**config.mk**
```make
export PLATFORM = sky130hd
export DESIGN_NAME = plst_cell
export DESIGN_NICKNAME = d
export VERILOG_FILES = /design/src/hdl/plst_pkg.sv /design/src/hdl/plst_cell.sv
export SDC_FILE = /design/constraint.sdc
export NUM_CORES = 1
export LEC_CHECK = 0
export ABC_AREA = 1
export BUFFER_PORTS_ARGS = -buffer_cell sky130_fd_sc_hd__buf_2
export CORE_MARGIN = 3
export CORE_UTILIZATION = 30
export CTS_BUF_LIST = sky130_fd_sc_hd__clkbuf_8
export DETAILED_ROUTE_END_ITERATION = 12
export HOLD_SLACK_MARGIN = 0.15
export SLEW_MARGIN = 20
export SYNTH_ARGS = -nofsm -noshare
export SYNTH_HDL_FRONTEND = slang
export SYNTH_SLANG_ARGS = --single-unit
```
**constraint.sdc**
```tcl
create_clock -name clk -period 2.6 [get_ports clk]
set_clock_uncertainty 0.05 [all_clocks]
set_input_delay 0.65 -clock clk [delete_from_list [all_inputs] [get_ports clk]]
set_output_delay 0.65 -clock clk [all_outputs]
set_load 0.1 [all_outputs]
```
**src/hdl/plst_pkg.sv**
```systemverilog
// plst_pkg: shared types and codes for the positional insert/delete list
// used by plst_cell and positional_insert_delete_list_top; no dependencies
package plst_pkg;

    localparam int CNT_W  = 7;
    localparam int DATA_W = 32;

    typedef logic [CNT_W-1:0]  cnt_t;
    typedef logic [DATA_W-1:0] data_t;

    // operation kinds on the input word
    localparam logic [1:0] KIND_INSERT   = 2'd0;
    localparam logic [1:0] KIND_DELETE   = 2'd1;
    localparam logic [1:0] KIND_TRAVERSE = 2'd2;

    // result status codes
    localparam logic [1:0] ST_OK     = 2'd0;
    localparam logic [1:0] ST_FULL   = 2'd1;
    localparam logic [1:0] ST_BADPOS = 2'd2;
    localparam logic [1:0] ST_EMPTY  = 2'd3;

    // broadcast operation to the cell row
    localparam logic [1:0] CELL_HOLD = 2'd0;
    localparam logic [1:0] CELL_INS  = 2'd1;
    localparam logic [1:0] CELL_DEL  = 2'd2;
    localparam logic [1:0] CELL_ROT  = 2'd3;

    typedef struct packed {
        logic [1:0] op;
        cnt_t       pos;
        cnt_t       last_idx;
    } cell_ctrl_t;

endpackage

```
**src/hdl/plst_cell.sv**
```systemverilog
// plst_cell: one list entry, shifts with its neighbours on insert, delete and rotate
// depends on plst_pkg
module plst_cell #(
    parameter int IDX = 0
) (
    input  logic               clk,
    input  plst_pkg::cell_ctrl_t ctrl,
    input  plst_pkg::data_t    value,
    input  plst_pkg::data_t    left,
    input  plst_pkg::data_t    right,
    input  plst_pkg::data_t    head,
    output plst_pkg::data_t    data
);
    import plst_pkg::*;

    localparam cnt_t IDX_V = CNT_W'(IDX);

    data_t data_reg;
    data_t data_next;

    always_comb
    begin
        data_next = data_reg;
        case (ctrl.op)
            CELL_INS:
            begin
                if (IDX_V == ctrl.pos)
                    data_next = value;
                else if (IDX_V > ctrl.pos)
                    data_next = left;
            end
            CELL_DEL:
            begin
                if (IDX_V >= ctrl.pos)
                    data_next = right;
            end
            CELL_ROT:
            begin
                // rotate the used part of the row by one towards cell zero
                if (IDX_V < ctrl.last_idx)
                    data_next = right;
                else if (IDX_V == ctrl.last_idx)
                    data_next = head;
            end
            default:
            begin
                data_next = data_reg;
            end
        endcase
    end

    always_ff @(posedge clk)
    begin
        data_reg <= data_next;
    end

    assign data = data_reg;

endmodule

```
# Word-level counts from Yosys, hierarchy flattened
# Cells that the tools add are included.
[totals] out_inout_bits=32 reg_bits=32 elab_cells=20 inputBits=145
[op_classes] n_reduce_logical=4 order_cmp=3 n_mux=6 eq_ne=6
[ops] cell="32-bit two-way mux" count=5
[ops] cell="32-bit case mux with 3 select lines" count=1
[ops] cell="7-bit zero test" count=2
[ops] cell="1-bit by 7-bit greater-or-equal comparator with 1-bit output, first input constant" count=1
[ops] cell="1-bit by 7-bit > comparator with 1-bit output, first input constant" count=1
[ops] cell="1-bit by 7-bit less-than comparator with 1-bit output, first input constant" count=1
[ops] cell="3-bit != test, second input constant" count=2
[ops] cell="2-bit equality test, second input constant" count=2
[ops] cell="4-bit AND reduction" count=1
[ops] cell="3-bit nonzero test" count=1
[ops] cell="2-bit by 1-bit equality test with 1-bit output, second input constant" count=1
[ops] cell="2-bit != test, second input constant" count=1

# Logic depth before layout (Yosys ltp)
# Gate-level depths: netlist (run 1).
[depth] word_depth=4 ltp_mapped=9 ltp_nobuf=7

# Worst setup path after synthesis (run 1)
# OpenSTA, ideal clock, no wires.
[synth_timing] path_type="input port to flip-flop" startpoint="in ctrl[12] in the netlist's numbering" endpoint="reg data_reg[0], in the netlist data[0] (enable)" path_slack_ns=0.234 t_arrival_ns=1.927 path_buffers=1 stages=6 path_cell_list="nor2_1 nand2_1 nor2_4 buf_4 o21ai_0 nand2_1"
[synth_between] elab_chain_len=3 word_cells_on_any_way=6
[synth_rtl] element="from (decl)" line_no="plst_cell.sv:7" rtl="input plst_pkg::cell_ctrl_t ctrl,"
[synth_rtl] element="1-bit by 7-bit > comparator with 1-bit output, or another cell as far along" line_no="plst_cell.sv:29" rtl="else if (IDX_V > ctrl.pos)"
[synth_rtl] element="3-bit != test (no line) / 2-bit != test (equally long branches)"
[synth_rtl] element="4-bit AND reduction (no line) (*)"
[synth_rtl] element="to (signal assigned)" line_no="plst_cell.sv:54" rtl="data_reg <= data_next;"
[synth_rtl] element="to (decl)" line_no="plst_cell.sv:18" rtl="data_t data_reg;"
# Mark *: on every way between the ends. The rest lies on a longest branch, timed or not.
# A chain may end at the register's enable or synchronous reset.

# Final worst setup path (run 1)
[layout_timing] startpoint="in ctrl[15] in the netlist's numbering" endpoint="reg data_reg[2], in the netlist data[2] (data pin)"
[layout_between] elab_chain_len=2 word_cells_on_any_way=4
[layout_rtl] element="2-bit equality test / 2-bit by 1-bit equality test with 1-bit output (equally long branches)" line_no="plst_cell.sv:24" rtl="case (ctrl.op)"
[layout_rtl] element="32-bit case mux with 3 select lines (*)" line_no="plst_cell.sv:24"
[layout_rtl] element="via data_next[2]" line_no="plst_cell.sv:19" rtl="data_t data_next;"
# The timed path passes the listed nets; every way through them passes the cells marked *.

==> qor.csv, run 1 <==
metric;value;unit
grt_usage;0.168;
synth_area_per_cell;6.45;µm²
power_frac_clock;0.227;
syn_to_final_growth;34.6;%
fillCellCount;1018;
cts.path.max_buffers;2;
wire_per_inst;12.5;µm
finalMaxSlewViolations;0;
pre_cts_slack;0.467;ns
diodes;0;
overflow;0;
cts_tree;done;
die_h;105;µm
critPathLaunchType;primary input;
cp.arrival;1.93;ns
cts_root_buffer;clkbuf_8;
p_leak;0.00233;µW
fp.dieArea;11000;µm²
hold_viol;0;
period_share;0.702;
drv_cap;0;
maxSlewHeadroom;0.523;
ant_nets;0;
placeableCoreArea;9370;µm²
p_sw;678;µW
synth_commonest_cells;nand2_1, inv_1, nand3_1;
vias;3253;
place_area;3870;µm²
grt_pass1_wl;15200;µm
crit_family;simple AND/OR/NAND/NOR gates;
cp_slowest_cell;nor2_2;
die_w;105;µm
largest_register_ff_count;32;
postSynth.asyncResetShare;0;
fin_nets;771;
critical-path-max-stage-delay;0.54;ns
pin_count;177;
wl_met1;3950;µm
grt_max_degree;33;
rsz0062_at_grt;false;
syn_nets;600;
internal_power;971;µW
setup_viol_count_final;0;
cts_buffers;5;
start_util;0.313;
synth.most_common_cell;nand2_1;
synth_warnings;0;
worst_pin_slew;0.714;ns
synth_ff_type;edfxtp_1;
seqPwrFrac;0.383;
path_depth;6;
hpwlAfterDp;7250;µm
syn-instance-count;455;
vias_per_cell;4.30;
netlist_area;2940;µm²
hold_buffers;0;
drive_above_1_share;0.372;
grt_pass1_vias;3297;
place_congestion;0.790;
critPathBufInv;3;
crit_end;data[2];
timing_worst_setup_path_type;in2reg;
wirelength;9420;µm
synth_top_area_cell;edfxtp_1;
synth_area_leaders;edfxtp_1, nand2_1, inv_1, nand3_1, nand2_2;
synth_sequential_area_ratio;0.327;
fmax;548;MHz
synth-seq-cells;32;
final_area;3950;µm²
fin_crit;1.82;ns
io_buffers;176;
combPwrFrac;0.390;
cp_max_fo;17;
post-cts-setup-buffers;0;
power_density;417;nW/µm²
irDropWorstVdd;180;µV
min_path_type;in2reg;
wl_met2;4760;µm
synth_top_cell_area_share;0.327;
netSwitchingFraction;0.411;
cp-startpoint;ctrl[15];
drc_errors;0;
antenna_found_initial;0;
dr.pass1.iters;6;
finalSetupTns;0;ns
dr_wl_met3;635;µm
required;2.70;ns
synth_cell_type_count;19;
path_clk_slew;0.07;ns
dr.first_iter.drc_count;104;
final_util;0.422;
htreeDepth;2;
run_status;completed;
rows;35;
path_cells;buf_2, inv_1, nor2_2, buf_4, nand2_1, nand3_2;
synth_edf_count;32;
fin_ws;0.776;ns
cts_resized;0;
clkSinkCount;32;
dr.max_layer_used;met4;
end_kind;flop;
[power by group through the flow]
stage               combinational [µW]  sequential, µW  clock, µW
floorplan                          165             939          0
global placement                   637             643          0
detailed placement                 646             644          0
CTS                                647             633        389
global route                       692             635        408
finish                             643             632        374
[per-stage QoR]
| stage | total power, µW | hold slack (ns) | std cells |
|---|---|---|---|
| after floorplan | 1100 | 0.803 | 455 |
| after global placement | 1280 | 0.900 | 748 |
| after detailed placement | 1290 | 0.906 | 748 |
| after CTS | 1670 | 0.605 | 756 |
| after global routing | 1730 | 0.626 | 756 |
| final | 1650 | 0.615 | 756 |
[layout make-up]
cell class / instances / area (µm²) / share of cell area
clock buffer: 5 / 68.8 / 0.0174
clock inverter: 3 / 11.3 / 0.00285
inverter: 118 / 460 / 0.116
multi-input combinational: 283 / 1340 / 0.338
sequential: 32 / 961 / 0.243
tap: 129 / 161 / 0.0408
timing repair buffer: 186 / 956 / 0.242
[tightest hold or removal path, stage by stage]
cell,delay (ns)
buf_2,0.09
nand2_1,0.04
nand3_1,0.06
[cell usage in the layout, fill, tap and decap left out]
cell type / n
nor2_4: 2
nand2_8: 1
nand2_2: 22
inv_2: 1
buf_4: 10
nor2_1: 5
nand3_1: 75
buf_2: 176
nor2_2: 2
clkbuf_8: 5
inv_1: 117
edfxtp_1: 32
nand3_2: 12
inv_6: 1
clkinv_1: 1
o21ai_0: 10
nand2_1: 154
clkinv_8: 1
[how the worst min path moves through the flow]
stage                     startpoint        to  cells after the start
after CTS                  right[25]  data[25]                      3
after floorplan            right[10]  data[10]                      2
after global routing       right[16]  data[16]                      3
final                      right[11]  data[11]                      3
after detailed placement   right[25]  data[25]                      3
after global placement     right[13]  data[13]                      3
[logic make-up after synthesis]
logic type	synth area share
DFF	0.327
buffers and inverters	0.219
and+or+nand+nor	0.437
AOI/OAI and AO/OA	0.0170
[routing by layer]
layer	vias up	track usage
met4	0	0.0403
met1	1429	0.203
met5	-	0
met3	6	0.0340
met2	119	0.303
li1	1699	-
Power figures use the tool's default switching activity.
==> inputs of run 2 (changes only) <==
- clock period: 2.6 -> 1.75 ns (I/O delays scaled with it)
==> run 2 against run 1 <==
Net effect: combinational power rose by 52%; sequential power rose by 48%; critical path depth decreased by 5; highest routed layer unchanged.
==> qor.csv, run 2 (synthesized netlist as in run 1, its figures left out) <==
metric;value;unit;change
cp_max_fo;1;;-16
crit_family;buffers and inverters;;
overflow;0;;unchanged
grt_usage;0.163;;-0.00525
cp.arrival;1.05;ns;-0.88 ns
grt_max_degree;33;;unchanged
fmax;649;MHz;
die_w;105;µm;unchanged
mostFrequentLayoutCells;buf_2, nand2_1, inv_1;;
die_h;105;µm;unchanged
largest_register_ff_count;32;;unchanged
path_cells;buf_2;;
cp_slowest_cell;buf_2;;
required;1.26;ns;-1.44 ns
cts_resized;0;;unchanged
power_density;599;nW/µm²;+44%
critPathBufInv;1;;-2
grt_pass1_wl;14800;µm;-2.6%
period_share;0.880;;
hold_viol;0;;unchanged
hpwlAfterDp;7320;µm;+0.94%
cts_buffers;5;;unchanged
run_status;completed;;
clkSinkCount;32;;unchanged
placeableCoreArea;9370;µm²;unchanged
finalPower;2440;µW;+48%
path_clk_slew;0.06;ns;about the same
fin_crit;1.54;ns;
worst_pin_slew;0.717;ns;+0.00254 ns
fillCellCount;1017;;-0.098%
grt_pass1_vias;3279;;-0.55%
setup_viol_count_final;0;;unchanged
rows;35;;unchanged
final_cells;762;;+0.79%
wire_per_inst;11.9;µm;-4.2%
end_kind;output port;;
dpl.cell_count;755;;+0.94%
io_buffers;176;;unchanged
syn_to_final_growth;38.7;%;
place_congestion;0.800;;+1.2%
cts.path.max_buffers;2;;unchanged
regArea;961;µm²;unchanged
cts_tree;done;;
whs;0.412;ns;-0.204 ns
timing_worst_setup_path_type;reg2out;;
finalSetupTns;0;ns;unchanged
finalMaxSlewViolations;0;;unchanged
wirelength;9100;µm;-3.5%
min_path_type;in2reg;;
drc_errors;0;;unchanged
ant_nets;0;;unchanged
dr.first_iter.drc_count;132;;+27%
start_util;0.313;;unchanged
vias_per_cell;4.35;;+0.98%
cts_root_buffer;clkbuf_8;;
critical-path-max-stage-delay;0.43;ns;-0.11 ns
fp.dieArea;11000;µm²;unchanged
layout_commonest_cell;buf_2;;
irDropWorstVdd;242;µV;+35%
htreeDepth;2;;unchanged
fin_nets;778;;+0.91%
maxSlewHeadroom;0.522;;-0.00169
post-cts-setup-buffers;0;;unchanged
diodes;0;;unchanged
pin_count;177;;unchanged
p_leak;0.00238;µW;+1.8%
place_area;4000;µm²;+3.2%
hold_buffers;0;;unchanged
critPathLaunchType;flop;;
drv_cap;0;;unchanged
rsz0062_at_grt;false;;
drive_above_1_share;0.379;;+0.00754
final_area;4070;µm²;+3.0%
multiInputGateArea;1340;µm²;+0.56%
vias;3311;;+1.8%
dr.pass1.iters;4;;-2
antenna_found_initial;0;;unchanged
run 2: worst paths after layout:
path                  startpoint       end  depth (start not counted)
worst max-delay path    data[23]  data[23]                          1
worst min-delay path    right[4]   data[4]                          3
run 2: power by group:
group          internal (µW)  switching, µW
logic                    275            705
registers                922           16.6
clock network            262            257
total                   1460            979
run 2: worst min-delay path, stage by stage:
cell and delay, ns:
buf_2 0.08, nand2_1 0.05, nand3_1 0.06
run 2: layout make-up:
| type | instances | area share |
|---|---|---|
| Tap cell | 129 | 0.0396 |
| Multi-Input combinational cell | 283 | 0.330 |
| Inverter | 118 | 0.113 |
| Timing Repair Buffer | 193 | 0.263 |
| Clock buffer | 5 | 0.0169 |
| Clock inverter | 2 | 0.00184 |
| Sequential cell | 32 | 0.236 |
run 2: per-layer routing:
| metal | vias up | track usage | wire length (µm) |
|---|---|---|---|
| li1 | 1709 | - | - |
| met1 | 1473 | 0.195 | 3850 |
| met2 | 122 | 0.296 | 4590 |
| met3 | 7 | 0.0309 | 557 |
| met4 | 0 | 0.0412 | 91 |
| met5 | - | 0 | 0 |
run 2: through the flow:
stage                util  worst slack [ns]
floorplan               -            0.0146
global placement    0.426           -0.0696
detailed placement  0.426            -0.120
CTS                 0.435             0.174
global route        0.435            0.0925
finish              0.435             0.210
